==> src/design/vas_pkg.sv <==
// shared constants, codes and controller/datapath interface types
// for the voice allocator; no dependencies
package vas_pkg;

	localparam int MaxChannelsDef = 32;

	localparam logic [2:0] KIND_PLAY     = 3'd0;
	localparam logic [2:0] KIND_SET_PRIO = 3'd1;
	localparam logic [2:0] KIND_SET_PAUS = 3'd2;
	localparam logic [2:0] KIND_END      = 3'd3;
	localparam logic [2:0] KIND_UPDATE   = 3'd4;

	localparam logic [1:0] RES_GRANT   = 2'd0;
	localparam logic [1:0] RES_ENDED   = 2'd1;
	localparam logic [1:0] RES_SUMMARY = 2'd2;

	localparam logic [1:0] REG_MAX_CH  = 2'd0;
	localparam logic [1:0] REG_SW_CH   = 2'd1;
	localparam logic [1:0] REG_DEF_PRI = 2'd2;

	localparam logic [5:0] MAX_CH_RST  = 6'd32;
	localparam logic [5:0] SW_CH_RST   = 6'd32;
	localparam logic [8:0] DEF_PRI_RST = 9'd128;

	typedef struct packed {
		logic accept;
		logic pfind;
		logic pscan;
		logic steal;
		logic prep_emit;
		logic pgrant;
		logic urank;
		logic uend;
		logic usum;
	} cmd_t;

	typedef struct packed {
		logic is_play;
		logic is_update;
		logic hit;
		logic room;
		logic at_end;
		logic reported_pick;
		logic uend_emit;
		logic slot_free;
	} sts_t;

endpackage

==> src/design/voice_allocator_with_stealing.sv <==
// voice allocator top level: configuration registers, sequencer and channel table
// depends on vas_pkg, vas_ctrl, vas_dp
//
//  channel   handshake              payload
//  config    psel/penable/pready    paddr, pwdata, prdata
//  input     in_valid/in_ready      kind, channel_index, new_priority, pause_value
//  output    out_valid/out_ready    result_type .. last
//
// one item at a time; a table command completes when accepted, a play grants a
// reported or new channel, or, when it steals, scans every existing channel (one
// channel entry per cycle), then steals, reports if unreported and grants the
// pick; an update makes a ranking pass, then an end pass. reset clears all
// flags at once, no clearing pass. a full result register stalls the sequencer.
module voice_allocator_with_stealing #(
	parameter int MAX_CHANNELS = vas_pkg::MaxChannelsDef
) (
	input  logic        clk,
	input  logic        arst_n,
	input  logic        psel,
	input  logic        penable,
	input  logic        pwrite,
	input  logic [3:0]  paddr,
	input  logic [31:0] pwdata,
	output logic [31:0] prdata,
	output logic        pready,
	input  logic        in_valid,
	output logic        in_ready,
	input  logic [2:0]  kind,
	input  logic [4:0]  channel_index,
	input  logic [8:0]  new_priority,
	input  logic        pause_value,
	output logic        out_valid,
	input  logic        out_ready,
	output logic [1:0]  result_type,
	output logic [4:0]  channel_index_out,
	output logic        was_stolen,
	output logic [5:0]  active_count,
	output logic [5:0]  audible_count,
	output logic [31:0] stolen_total,
	output logic        last
);
	import vas_pkg::*;

	logic [5:0] max_ch_q, sw_ch_q;
	logic [8:0] def_pri_q;
	cmd_t       cmd;
	sts_t       sts;

	assign pready = 1'b1;

	always_ff @(posedge clk or negedge arst_n) begin
		if (!arst_n) begin
			max_ch_q  <= MAX_CH_RST;
			sw_ch_q   <= SW_CH_RST;
			def_pri_q <= DEF_PRI_RST;
		end else if (psel && penable && pwrite) begin
			unique case (paddr[3:2])
				REG_MAX_CH:  max_ch_q  <= pwdata[5:0];
				REG_SW_CH:   sw_ch_q   <= pwdata[5:0];
				REG_DEF_PRI: def_pri_q <= pwdata[8:0];
				default: ;
			endcase
		end
	end

	always_comb begin
		unique case (paddr[3:2])
			REG_MAX_CH:  prdata = 32'(max_ch_q);
			REG_SW_CH:   prdata = 32'(sw_ch_q);
			REG_DEF_PRI: prdata = 32'(def_pri_q);
			default:     prdata = 32'd0;
		endcase
	end

	vas_ctrl u_ctrl (
		.clk      (clk),
		.arst_n   (arst_n),
		.in_valid (in_valid),
		.in_ready (in_ready),
		.sts      (sts),
		.cmd      (cmd)
	);

	vas_dp #(.MAX_CHANNELS(MAX_CHANNELS)) u_dp (
		.clk               (clk),
		.arst_n            (arst_n),
		.cmd               (cmd),
		.sts               (sts),
		.max_ch            (max_ch_q),
		.sw_ch             (sw_ch_q),
		.def_pri           (def_pri_q),
		.kind              (kind),
		.channel_index     (channel_index),
		.new_priority      (new_priority),
		.pause_value       (pause_value),
		.out_valid         (out_valid),
		.out_ready         (out_ready),
		.result_type       (result_type),
		.channel_index_out (channel_index_out),
		.was_stolen        (was_stolen),
		.active_count      (active_count),
		.audible_count     (audible_count),
		.stolen_total      (stolen_total),
		.last              (last)
	);

endmodule

==> src/design/vas_ctrl.sv <==
// sequencer for play, update and table commands
// depends on vas_pkg
module vas_ctrl (
	input  logic          clk,
	input  logic          arst_n,
	input  logic          in_valid,
	output logic          in_ready,
	input  vas_pkg::sts_t sts,
	output vas_pkg::cmd_t cmd
);
	import vas_pkg::*;

	typedef enum logic [7:0] {
		S_IDLE  = 8'b0000_0001,
		S_PFIND = 8'b0000_0010,
		S_PSCAN = 8'b0000_0100,
		S_PREP  = 8'b0000_1000,
		S_PGRNT = 8'b0001_0000,
		S_URANK = 8'b0010_0000,
		S_UEND  = 8'b0100_0000,
		S_USUM  = 8'b1000_0000
	} state_t;

	state_t state_q, state_d;

	assign in_ready = (state_q == S_IDLE);

	always_comb begin
		state_d = state_q;
		cmd = '0;
		unique case (state_q)
			S_IDLE: begin
				if (in_valid) begin
					cmd.accept = 1'b1;
					if (sts.is_play) state_d = S_PFIND;
					else if (sts.is_update) state_d = S_URANK;
				end
			end
			S_PFIND: begin
				cmd.pfind = 1'b1;
				state_d = (sts.hit || sts.room) ? S_PGRNT : S_PSCAN;
			end
			S_PSCAN: begin
				if (sts.at_end) begin
					cmd.steal = 1'b1;
					state_d = S_PREP;
				end else begin
					cmd.pscan = 1'b1;
				end
			end
			S_PREP: begin
				if (sts.reported_pick) begin
					state_d = S_PGRNT;
				end else if (sts.slot_free) begin
					cmd.prep_emit = 1'b1;
					state_d = S_PGRNT;
				end
			end
			S_PGRNT: begin
				if (sts.slot_free) begin
					cmd.pgrant = 1'b1;
					state_d = S_IDLE;
				end
			end
			S_URANK: begin
				cmd.urank = 1'b1;
				if (sts.at_end) state_d = S_UEND;
			end
			S_UEND: begin
				if (sts.at_end) state_d = S_USUM;
				else if (!sts.uend_emit || sts.slot_free) cmd.uend = 1'b1;
			end
			S_USUM: begin
				if (sts.slot_free) begin
					cmd.usum = 1'b1;
					state_d = S_IDLE;
				end
			end
			default: state_d = S_IDLE;
		endcase
	end

	always_ff @(posedge clk or negedge arst_n) begin
		if (!arst_n) state_q <= S_IDLE;
		else state_q <= state_d;
	end

endmodule

==> src/design/vas_dp.sv <==
// channel table, scan counter, steal search, ranking and result register
// depends on vas_pkg
module vas_dp #(
	parameter int MAX_CHANNELS = vas_pkg::MaxChannelsDef
) (
	input  logic          clk,
	input  logic          arst_n,
	input  vas_pkg::cmd_t cmd,
	output vas_pkg::sts_t sts,
	input  logic [5:0]    max_ch,
	input  logic [5:0]    sw_ch,
	input  logic [8:0]    def_pri,
	input  logic [2:0]    kind,
	input  logic [4:0]    channel_index,
	input  logic [8:0]    new_priority,
	input  logic          pause_value,
	output logic          out_valid,
	input  logic          out_ready,
	output logic [1:0]    result_type,
	output logic [4:0]    channel_index_out,
	output logic          was_stolen,
	output logic [5:0]    active_count,
	output logic [5:0]    audible_count,
	output logic [31:0]   stolen_total,
	output logic          last
);
	import vas_pkg::*;

	localparam int N  = MAX_CHANNELS;
	localparam int IW = (N > 1) ? $clog2(N) : 1;
	localparam int TW = $clog2(N + 1);

	logic [TW-1:0] total_q, i_q;
	logic [IW-1:0] pick_q, ii, cidx, hit_idx;
	logic [31:0]   play_stamp_q, steal_q, best_stamp_q;
	logic [8:0]    best_prio_q;
	logic          best_vld_q, stolen_q, pv_q;
	logic [8:0]    prio_q [N];
	logic [31:0]   stamp_q [N];
	logic [N-1:0]  active_q, reported_q, voice_q, paused_q, ended_q, virtual_q;
	logic [N-1:0]  cand, below;
	logic          hit, at_end, cmd_ok, act_n, take;
	logic [7:0]    lim, rank;
	logic [8:0]    pi;

	assign ii     = i_q[IW-1:0];
	assign cidx   = IW'(channel_index);
	assign at_end = (i_q >= total_q);
	assign cmd_ok = (8'(channel_index) < 8'(total_q)) && (8'(channel_index) < 8'(N));
	assign pi     = prio_q[ii];

	always_comb begin
		if (max_ch == 6'd0) lim = 8'd1;
		else if (8'(max_ch) > 8'(N)) lim = 8'(N);
		else lim = 8'(max_ch);
	end

	// lowest channel that ended and was reported
	assign cand = reported_q & ~voice_q;
	always_comb begin
		hit = 1'b0;
		hit_idx = '0;
		for (int k = N - 1; k >= 0; k--) begin
			if (cand[k]) begin
				hit = 1'b1;
				hit_idx = IW'(k);
			end
		end
	end

	// rank of the scanned channel: active channels ahead of it
	always_comb begin
		for (int j = 0; j < N; j++) begin
			below[j] = active_q[j] && (IW'(j) != ii) &&
				((prio_q[j] < pi) || ((prio_q[j] == pi) && (IW'(j) < ii)));
		end
		rank = 8'($countones(below));
	end

	assign take = !best_vld_q || (pi > best_prio_q) ||
		((pi == best_prio_q) && (stamp_q[ii] < best_stamp_q));
	assign act_n = active_q[ii] && !(!paused_q[ii] && ended_q[ii]);

	assign sts.is_play       = (kind == KIND_PLAY);
	assign sts.is_update     = (kind == KIND_UPDATE);
	assign sts.hit           = hit;
	assign sts.room          = (8'(total_q) < lim);
	assign sts.at_end        = at_end;
	assign sts.reported_pick = reported_q[pick_q];
	assign sts.uend_emit     = voice_q[ii] && !act_n && !reported_q[ii];
	assign sts.slot_free     = !out_valid || out_ready;

	always_ff @(posedge clk or negedge arst_n) begin
		if (!arst_n) begin
			total_q      <= '0;
			i_q          <= '0;
			pick_q       <= '0;
			play_stamp_q <= '0;
			steal_q      <= '0;
			best_vld_q   <= 1'b0;
			stolen_q     <= 1'b0;
			pv_q         <= 1'b0;
			active_q     <= '0;
			reported_q   <= '0;
			voice_q      <= '0;
			paused_q     <= '0;
			ended_q      <= '0;
			virtual_q    <= '0;
		end else begin
			if (cmd.accept) begin
				i_q        <= '0;
				best_vld_q <= 1'b0;
				stolen_q   <= 1'b0;
				pv_q       <= pause_value;
				if (cmd_ok) begin
					if (kind == KIND_SET_PAUS) paused_q[cidx] <= pause_value;
					if (kind == KIND_END && voice_q[cidx]) ended_q[cidx] <= 1'b1;
				end
			end
			if (cmd.pfind) begin
				if (hit) begin
					pick_q <= hit_idx;
				end else if (8'(total_q) < lim) begin
					pick_q  <= total_q[IW-1:0];
					total_q <= total_q + 1'b1;
				end
			end
			if (cmd.pscan) begin
				if (take) begin
					pick_q       <= ii;
					best_prio_q  <= pi;
					best_stamp_q <= stamp_q[ii];
					best_vld_q   <= 1'b1;
				end
				i_q <= i_q + 1'b1;
			end
			if (cmd.steal) begin
				active_q[pick_q] <= 1'b0;
				steal_q  <= steal_q + 32'd1;
				stolen_q <= 1'b1;
			end
			if (cmd.prep_emit) reported_q[pick_q] <= 1'b1;
			if (cmd.pgrant) begin
				play_stamp_q       <= play_stamp_q + 32'd1;
				active_q[pick_q]   <= 1'b1;
				voice_q[pick_q]    <= 1'b1;
				reported_q[pick_q] <= 1'b0;
				ended_q[pick_q]    <= 1'b0;
				virtual_q[pick_q]  <= 1'b0;
				paused_q[pick_q]   <= pv_q;
			end
			if (cmd.urank) begin
				if (at_end) begin
					i_q <= '0;
				end else begin
					if (active_q[ii]) virtual_q[ii] <= (rank >= 8'(sw_ch));
					i_q <= i_q + 1'b1;
				end
			end
			if (cmd.uend) begin
				i_q <= i_q + 1'b1;
				if (voice_q[ii]) begin
					active_q[ii] <= act_n;
					if (!act_n && !reported_q[ii]) begin
						reported_q[ii] <= 1'b1;
						voice_q[ii]    <= 1'b0;
					end
				end
			end
		end
	end

	// table payload, written only for started channels
	always_ff @(posedge clk) begin
		if (cmd.accept && cmd_ok && kind == KIND_SET_PRIO) prio_q[cidx] <= new_priority;
		if (cmd.pgrant) begin
			prio_q[pick_q]  <= def_pri;
			stamp_q[pick_q] <= play_stamp_q + 32'd1;
		end
	end

	// result register
	always_ff @(posedge clk or negedge arst_n) begin
		if (!arst_n) out_valid <= 1'b0;
		else if (cmd.prep_emit || cmd.pgrant || cmd.usum || (cmd.uend && sts.uend_emit))
			out_valid <= 1'b1;
		else if (out_ready) out_valid <= 1'b0;
	end

	always_ff @(posedge clk) begin
		if (cmd.prep_emit || cmd.pgrant || cmd.usum || (cmd.uend && sts.uend_emit)) begin
			result_type       <= RES_ENDED;
			channel_index_out <= 5'd0;
			was_stolen        <= 1'b0;
			active_count      <= 6'd0;
			audible_count     <= 6'd0;
			stolen_total      <= steal_q;
			last              <= 1'b0;
			if (cmd.prep_emit) begin
				channel_index_out <= 5'(pick_q);
			end else if (cmd.pgrant) begin
				result_type       <= RES_GRANT;
				channel_index_out <= 5'(pick_q);
				was_stolen        <= stolen_q;
				last              <= 1'b1;
			end else if (cmd.usum) begin
				result_type   <= RES_SUMMARY;
				active_count  <= 6'($countones(active_q));
				audible_count <= 6'($countones(active_q & ~virtual_q));
				last          <= 1'b1;
			end else begin
				channel_index_out <= 5'(ii);
			end
		end
	end

endmodule
==> config.mk <==
export PLATFORM = sky130hd
export DESIGN_NAME = voice_allocator_with_stealing
export DESIGN_NICKNAME = d
export VERILOG_FILES = /design/src/design/vas_pkg.sv /design/src/design/voice_allocator_with_stealing.sv /design/src/design/vas_ctrl.sv /design/src/design/vas_dp.sv
export SDC_FILE = /design/constraint.sdc
export NUM_CORES = 2
export LEC_CHECK = 0
export BUFFER_PORTS_ARGS = -buffer_cell sky130_fd_sc_hd__buf_4
export CAP_MARGIN = 20
export CELL_PAD_IN_SITES_DETAIL_PLACEMENT = 0
export CELL_PAD_IN_SITES_GLOBAL_PLACEMENT = 1
export CORE_MARGIN = 3
export CORE_UTILIZATION = 53
export DETAILED_ROUTE_END_ITERATION = 8
export PLACE_DENSITY = 0.89
export SLEW_MARGIN = 20
export SYNTH_ARGS = -nofsm -noshare
export SYNTH_HDL_FRONTEND = slang
export SYNTH_HIERARCHICAL = 1
export SYNTH_SLANG_ARGS = --single-unit
==> constraint.sdc <==
create_clock -name clk -period 14.1 [get_ports clk]
set_input_delay 2.82 -clock clk [delete_from_list [all_inputs] [get_ports clk]]
set_output_delay 2.82 -clock clk [all_outputs]
set_load 0.1 [all_outputs]
# Word level (Yosys, flattened, before mapping)
# Memory sizes are Yosys's and may differ from the RTL's.
# Index checks and enable logic that the tools add are counted.
[totals]
register_bits = 400
ram_bits = 1312
inputBits = 61
output_inout_bits = 88
wordCells = 658
mem_count = 2
[classes]
n_addsub = 97
order_cmp = 77
n_eq_ne = 85
mux = 173
bitwise = 19
reduce_logical = 176
[memory_table]
columns = ["name", "depth", "width", "rd", "rd_ports_with_merged_regs", "write_ports", "line", "source"]
rows = [
  ["u_dp.stamp_q", 32, 32, 1, 0, 1, "vas_dp.sv:39", "logic [31:0] stamp_q [N];"],
  ["u_dp.prio_q", 32, 9, 33, 0, 1, "vas_dp.sv:38", "logic [8:0] prio_q [N];"],
]
[ops]
columns = ["op", "count"]
rows = [
  ["$mux 32", 25],
  ["$eq 9x9->1", 33],
  ["$lt 9x9->1", 32],
  ["$and 32x32->32", 7],
  ["$mux 5", 42],
  ["$add 6x6->6", 30],
  ["$or 32x32->32", 5],
  ["$bwmux 32", 4],
  ["$not 32->32", 4],
  ["$add 8x8->8", 15],
  ["$logic_and 1x1->1", 111],
  ["$add 1x1->2", 48],
  ["$lt 5x5->1 const A", 16],
  ["$ne 5x5->1 const A", 16],
  ["$mux 8", 9],
  ["$mux 1", 71],
  ["$add 32x1->32 const B", 2],
  ["$pmux 8 s7", 1],
  ["$mux 6", 7],
  ["$logic_or 1x1->1", 40],
  ["$lt 4x5->1 const A", 8],
  ["$ne 4x5->1 const A", 8],
  ["$bmux 1 s5", 7],
  ["$lt 32x32->1", 1],
  ["other kinds (50)", 85],
]

# Depth between registers and ports, before layout
[depth]
depth_word = 38
ltp_mapped = 42
ltp_nobuf = 36

# Hierarchy
# Netlist, hierarchy kept.
[modules_own_cells]
columns = ["mod", "n_inst", "cells_per_inst", "area_per_inst_um2"]
rows = [
  ["vas_dp", 1, 6048, 82756.9],
  ["voice_allocator_with_stealing", 1, 99, 1179.9],
  ["vas_ctrl", 1, 69, 626.9],
]

# Worst setup path after synthesis
# No wires, ideal clock.
[synth_timing]
path_type = "reg2reg"
start = "register u_dp.i_q[0]"
end = "register u_dp.virtual_q[25]"
setup_time_ns = 0.136
arrival_ns = 12.203
required_time_ns = 13.964
setup_slack_ns = 1.761
stages_incl_launch_ff = 43
cell_sequence = "dfrtp_1 -> buf_4 -> buf_6 -> buf_8 -> buf_6 -> buf_6 -> buf_6 -> buf_2 -> mux4_2 -> nand2_1 -> a21oi_1 -> nor4_1 -> ha_1 -> nor2b_1 -> o21a_1 -> o21a_1 -> o211ai_1 -> a21oi_1 -> [... 7 more ...] -> inv_1 -> fa_1 -> fa_1 -> fa_1 -> inv_1 -> ha_1 -> inv_1 -> fa_1 -> inv_1 -> ha_1 -> a21o_1 -> a21oi_1 -> nor2b_1 -> o21ai_0 -> nand2b_1 -> a21oi_1 -> clkbuf_1 -> o31ai_1"
[synth_via]
elab_chain_len = 15
elab_cells_between_ends = 301
[synth_lines]
columns = ["element", "line", "source"]
rows = [
  ["start: declaration", "vas_dp.sv:33", "logic [TW-1:0] total_q, i_q;"],
  ["start signal: assignment", "vas_dp.sv:135", "i_q <= i_q + 1'b1;"],
  ["start signal: assignment", "vas_dp.sv:157", "i_q <= i_q + 1'b1;"],
  ["start signal: assignment", "vas_dp.sv:161", "i_q <= i_q + 1'b1;"],
  ["branches (longest 13 deep; another with $mem_v2 32x9)", "n/a", ""],
  ["$mux 32 *", "vas_dp.sv:153", "if (at_end) begin"],
  ["$mux 32 *", "vas_dp.sv:152", "if (cmd.urank) begin"],
  ["end signal: indexed assignment", "vas_dp.sv:156", "if (active_q[ii]) virtual_q[ii] <= (rank >= 8'(sw_ch));"],
  ["end: declaration", "vas_dp.sv:40", "logic [N-1:0] active_q, reported_q, voice_q, paused_q, ended_q, virtual_q;"],
]
# Every way passes the cells marked *. The select of a mux whose other input is x is not followed.
# A chain may end at the register's enable or synchronous reset.

# Worst setup path after layout
[layout_timing]
start = "register u_dp.i_q[0]"
end = "register u_dp.virtual_q[13]"
[layout_via]
elab_chain_len = 15
elab_cells_between_ends = 301
[layout_lines]
columns = ["element", "line", "source"]
rows = [
  ["$mem_v2 32x9 *", "n/a", ""],
  ["named net u_dp.pi[0]", "vas_dp.sv:44", "logic [8:0] pi;"],
  ["branches (longest 8 deep; another with $lt 9x9->1)", "n/a", ""],
  ["$add 8x8->8 (implied by the code) *", "vas_dp.sv:77", "rank = 8'($countones(below));"],
  ["$ge 8x6->1 *", "vas_dp.sv:156", ""],
  ["$bwmux 32 *", "vas_dp.sv:156", ""],
  ["$mux 32 *", "vas_dp.sv:156", ""],
  ["$mux 32 *", "vas_dp.sv:153", ""],
  ["$mux 32 *", "vas_dp.sv:152", ""],
]
# Mark *: on every way through the listed nets, which the timed path passes. The select of a mux whose other input is x is not followed.

==> results.md <==
- The run finished with clean final reports.
- For this design the static power due to leakage is 36.42 nW.
- The detail-routed net length per standard cell is 32.00 microns.
- The data arrival time at the worst-slack endpoint is 12160 ps.
- The switching fraction of total power is 30.83%.
- The count of buffers added on input and output ports is 99.
- The synthesis-to-layout area growth is 10.58%.
- After Yosys synthesis, XOR and XNOR cells account for 1.129% of the synthesized area.
- By instance count, the cell type seen most on the critical path is fa_1.
- The switching power is 4.162 mW.
- The post-CTS repair timing setup buffer count is 0.
- The aggregate negative setup slack is 0 ps.
- The number of buffers added to fix hold violations after cts is 0.
- The routed design could run at a clock period as short as 11500 ps.
- For the pin with the worst max-slew slack, the measured transition is 1166 ps.
- Multiplexer cells account for 13.31% of the synthesized area.
- In this run the horizontal extent of the chip is 405.4 microns.
- TritonCTS built the clock tree.
- The total count of max-transition violations in the final report was 0.
- Measured on the finished design, the core utilization comes to 59.45%.
- The combined area of all synthesized cells is 0.08456 sq mm.
- For the worst setup path, the data required time is 14770 ps.
- The die covers 0.1644 sq mm.
- The netlist uses 88 different library cells.
- After Yosys synthesis, and, or, nand and nor cells account for 10.12% of the synthesized area.
- The layout has 11550 filler cells.
- The maximum number of pins on one net before global-route repair is 125.
- The synthesized netlist cell count is 6216.
- Clock latency on the worst-skew pair, taken at its later pin, is 840 ps.
- The number of flops mapped to enable cells by yosys is 1406.
- The class of the tightest hold or removal check is reg -> reg.
- The post-place instance area is 0.08777 sq mm.
- After synthesis, the mean cell area works out to 13.60 sq um.
- After detailed routing, the total wire length is 271400 microns.
- Setup violations remaining at the end of the flow were counted as 0.
- Of all nets on the critical path, the largest fanout is 37.
- The number of antenna violations at the first check in global routing is 11.
- The power per standard cell area is 144.4 mW/mm^2.
- The Yosys step of the flow raised 6 warnings.
- The global placer's final weighted congestion is 0.9816.
- The synthesized design contains 1712 register bits.
- Setup repair after global routing left no endpoint under its margin.
- The worst vdd rail ir drop is 244.4 uV.
- After synthesis, the largest family of logic cells by area is multiplexers.
- The share of the Yosys chip area taken by registers is 58.99%.
- The final number of hold-violating endpoints is 0.
- The fraction of the mapped netlist area in compound gates is 6.015%.
- The number of global-route vias before repair is 56020.
- In this run the tightest slew margin relative to its limit is 21.78%.
- The part of the total power dissipated in the clock network is 32.9%.
- The net count of the finished layout is 6795.
- The vias per cell is 6.777.
- The combinational share of power is 25.5%.
- Of the available clock period, the critical path in the final layout requires 81.55%.
- After clock tree synthesis, the clock-pin slew on the worst setup and hold paths is 60 ps.
- The fraction of final layout cells with drive strength greater than 1 is 16.21%.
- For this configuration, the core starts out at a cell density of 53.76%.
- The proportion of power drawn by flip-flops and latches is 41.6%.
- The starting DRC count in detailed routing is 8246.
- The root buffer cell chosen for the clock tree is clkbuf_16.
- The share of synthesized cell area in full adder, half adder and majority cells is 7.283%.
- In the final layout, the multi-input gates occupy 0.03270 sq mm.
- Max-cap violations in this run came to 0.
- The sequential cell area is 0.04990 sq mm.
- For this design the top-level I/O count stands at 149.
- The total overflow reported by the global router is 0.
- Timing would allow up to 86.97 MHz.
- For this run, the slowest stage of the critical path takes 960 ps.
- The critical path class is reg -> reg.
- In this run, post-CTS repair resized a total of 0 instances.
- The floorplan core area is 0.1573 sq mm.
- The post-route antenna net violation count is 0.
- The final routed DRC violation total is 0.
- Final hold analysis gives a worst-case slack of 475.8 ps.
- The share of flip-flops with an asynchronous set or reset after synthesis is 17.87%.
- The maximum root-to-sink buffer count is 3.
- Global routing used 32.72% of the available tracks across all layers.
- Clock tree synthesis inserted a total of 169 buffers.
- The total via count in the routed design is 57480.
- The vertical extent of the die is 405.4 microns.
- The worst setup path is launched from a flip-flop.
- The internal power is 9.339 mW.
- The clock arrives with 56.90 ps of skew.
- The endpoint class of the critical path is a flip-flop.
- Among all stages on the critical path, the largest delay is contributed by dfrtp_4.
- The first TritonRoute pass finished after 6 iterations.
- For this design, the sink count on the clock tree is 1712.
- The cell area after layout is 0.09351 sq mm.
- The number of rows created at floorplan is 145.
- The first global-routing pass estimated 386200 microns of wire.
- The HPWL after detailed placement is 163000 microns.
- The H-tree depth is 4.
- Among all flip-flop cells after synthesis, the most frequent one is edfxtp_1.
==> cell usage in the layout, fill, tap and decap left out, types with 13 or more instances in the layout <==
| master | n |
|---|---|
| clkbuf_1 | 41 |
| a21o_1 | 34 |
| a211o_1 | 17 |
| or2_1 | 17 |
| conb_1 | 24 |
| xnor2_1 | 60 |
| mux4_2 | 407 |
| and3_1 | 36 |
| clkbuf_16 | 169 |
| buf_4 | 248 |
| fa_1 | 72 |
| nor2_1 | 99 |
| o21ai_1 | 30 |
| nor3_1 | 24 |
| and4_1 | 14 |
| ha_1 | 377 |
| nand4_1 | 79 |
| inv_1 | 200 |
| nor2b_1 | 82 |
| o31ai_1 | 68 |
| o22ai_1 | 69 |
| nand2b_1 | 78 |
| xor2_1 | 22 |
| a31oi_1 | 13 |
| o21a_1 | 57 |
| nand3_1 | 110 |
| mux2i_1 | 167 |
| nand2_1 | 1287 |
| o211ai_1 | 65 |
| edfxtp_1 | 1406 |
| o22a_1 | 30 |
| xnor2_4 | 16 |
| clkinv_1 | 30 |
| nor4_1 | 16 |
| mux2_2 | 22 |
| clkinv_2 | 53 |
| and2_1 | 22 |
| dfrtp_1 | 297 |
| a21oi_1 | 216 |
| o21ai_0 | 109 |
==> state kept, by name, indices dropped and copies added, names as in the netlist, 6 cells and up <==
name,count
sw_ch_q,6
u_dp/i_q,6
def_pri_q,9
u_dp/active_q,32
u_dp/stolen_total,32
u_dp/play_stamp_q,32
u_ctrl/state_q,8
max_ch_q,6
u_dp/steal_q,32
u_dp/best_prio_q,9
u_dp/virtual_q,32
u_dp/best_stamp_q,32
u_dp/ended_q,32
u_dp/voice_q,32
u_dp/paused_q,32
u_dp/audible_count,6
u_dp/total_q,6
u_dp/stamp_q,1024
u_dp/active_count,6
u_dp/reported_q,32
u_dp/prio_q,288
==> synth_stat cells (all sizes together) (76+ instances only) <==
| cell type | n | area, sq um |
|---|---|---|
| inv | 236 | 885.9 |
| nor2 | 99 | 371.6 |
| clkbuf | 193 | 724.4 |
| nand3 | 112 | 560.5 |
| nand2 | 1293 | 4856 |
| edfxtp | 1406 | 42220 |
| nand4 | 79 | 494.2 |
| ha | 377 | 4717 |
| mux4 | 407 | 9166 |
| nand2b | 78 | 488.0 |
| mux2i | 167 | 1672 |
| buf | 188 | 1051 |
| dfrtp | 302 | 7557 |
| xnor2 | 76 | 665.6 |
| nor2b | 84 | 525.5 |
| o21ai | 140 | 704.4 |
| a21oi | 218 | 1095 |
==> power by group through the flow <==
stage                     Clock [mW]  Combinational [mW]  Sequential [mW]
after floorplan                    0                2.43             5.74
after global placement             0                3.30             5.73
final                           4.44                3.45             5.62
after CTS                       4.47                3.38             5.63
after detailed placement           0                3.34             5.73
after global routing            4.67                3.71             5.63
==> cell families after synthesis <==
| kind of cell | after synthesis |
|---|---|
| buffers and inverters | 618 |
| flip-flops | 1712 |
| AO/OA/AOI/OAI | 790 |
| multiplexers | 608 |
| adder cells (fa/ha/maj) | 449 |
| other | 2 |
| XOR/XNOR | 109 |
| AND/OR/NAND/NOR | 1928 |
==> final cells by class <==
class / instances / area share [%]
Antenna cell: 2 / 0.005352
Clock buffer: 219 / 4.819
Clock inverter: 89 / 0.9714
Multi-Input combinational cell: 3908 / 34.97
Timing Repair Buffer: 257 / 2.129
Sequential cell: 1712 / 53.36
Tap cell: 2058 / 2.754
Inverter: 237 / 0.9941
==> worst paths after layout <==
check	startpoint	end	slack [ps]	cells past startpoint
worst max-delay path	u_dp/i_q[0]	u_dp/virtual_q[13]	2600	37
worst min-delay path	u_dp/ended_q[13]	u_dp/ended_q[13]	480	2
worst max register to register	u_dp/i_q[0]	u_dp/virtual_q[13]	2600	37
worst min register to register	u_dp/ended_q[13]	u_dp/ended_q[13]	480	2
max in group asynchronous	arst_n	u_dp/paused_q[15]	10270	3
min in group asynchronous	arst_n	def_pri_q[1]	1910	1
==> per-stage QoR <==
step / power, mW / cells / setup slack (ps)
final: 13.50 / 8482 / 2601
after floorplan: 8.174 / 6238 / 1761
after detailed placement: 9.076 / 8171 / 2887
after global routing: 14.00 / 8481 / 2324
after global placement: 9.027 / 8168 / 2841
after CTS: 13.48 / 8479 / 2848
==> layer usage <==
layer  GRT usage (%)  part of all wire, %  routed length, microns  up-vias
met5               0                0.028                      77        -
met4           16.02                  5.9                   15900       10
met3           9.522                   14                   37410      930
met2           49.49                   45                  121400     4313
met1           43.65                   36                   96610    28940
li1                -                    -                       -    23290
==> worst max-delay path: cells and delay by family (launching register included) <==
| family | cells | cell delay (ps) |
|---|---|---|
| adder cells (fa/ha/maj) | 10 | 4420 |
| AO/OA/AOI/OAI | 13 | 2840 |
| buffers and inverters | 8 | 1690 |
| multiplexers | 2 | 1010 |
| flip-flops | 1 | 960 |
| AND/OR/NAND/NOR | 4 | 320 |
No activity file was read; power rests on OpenSTA's default activity.
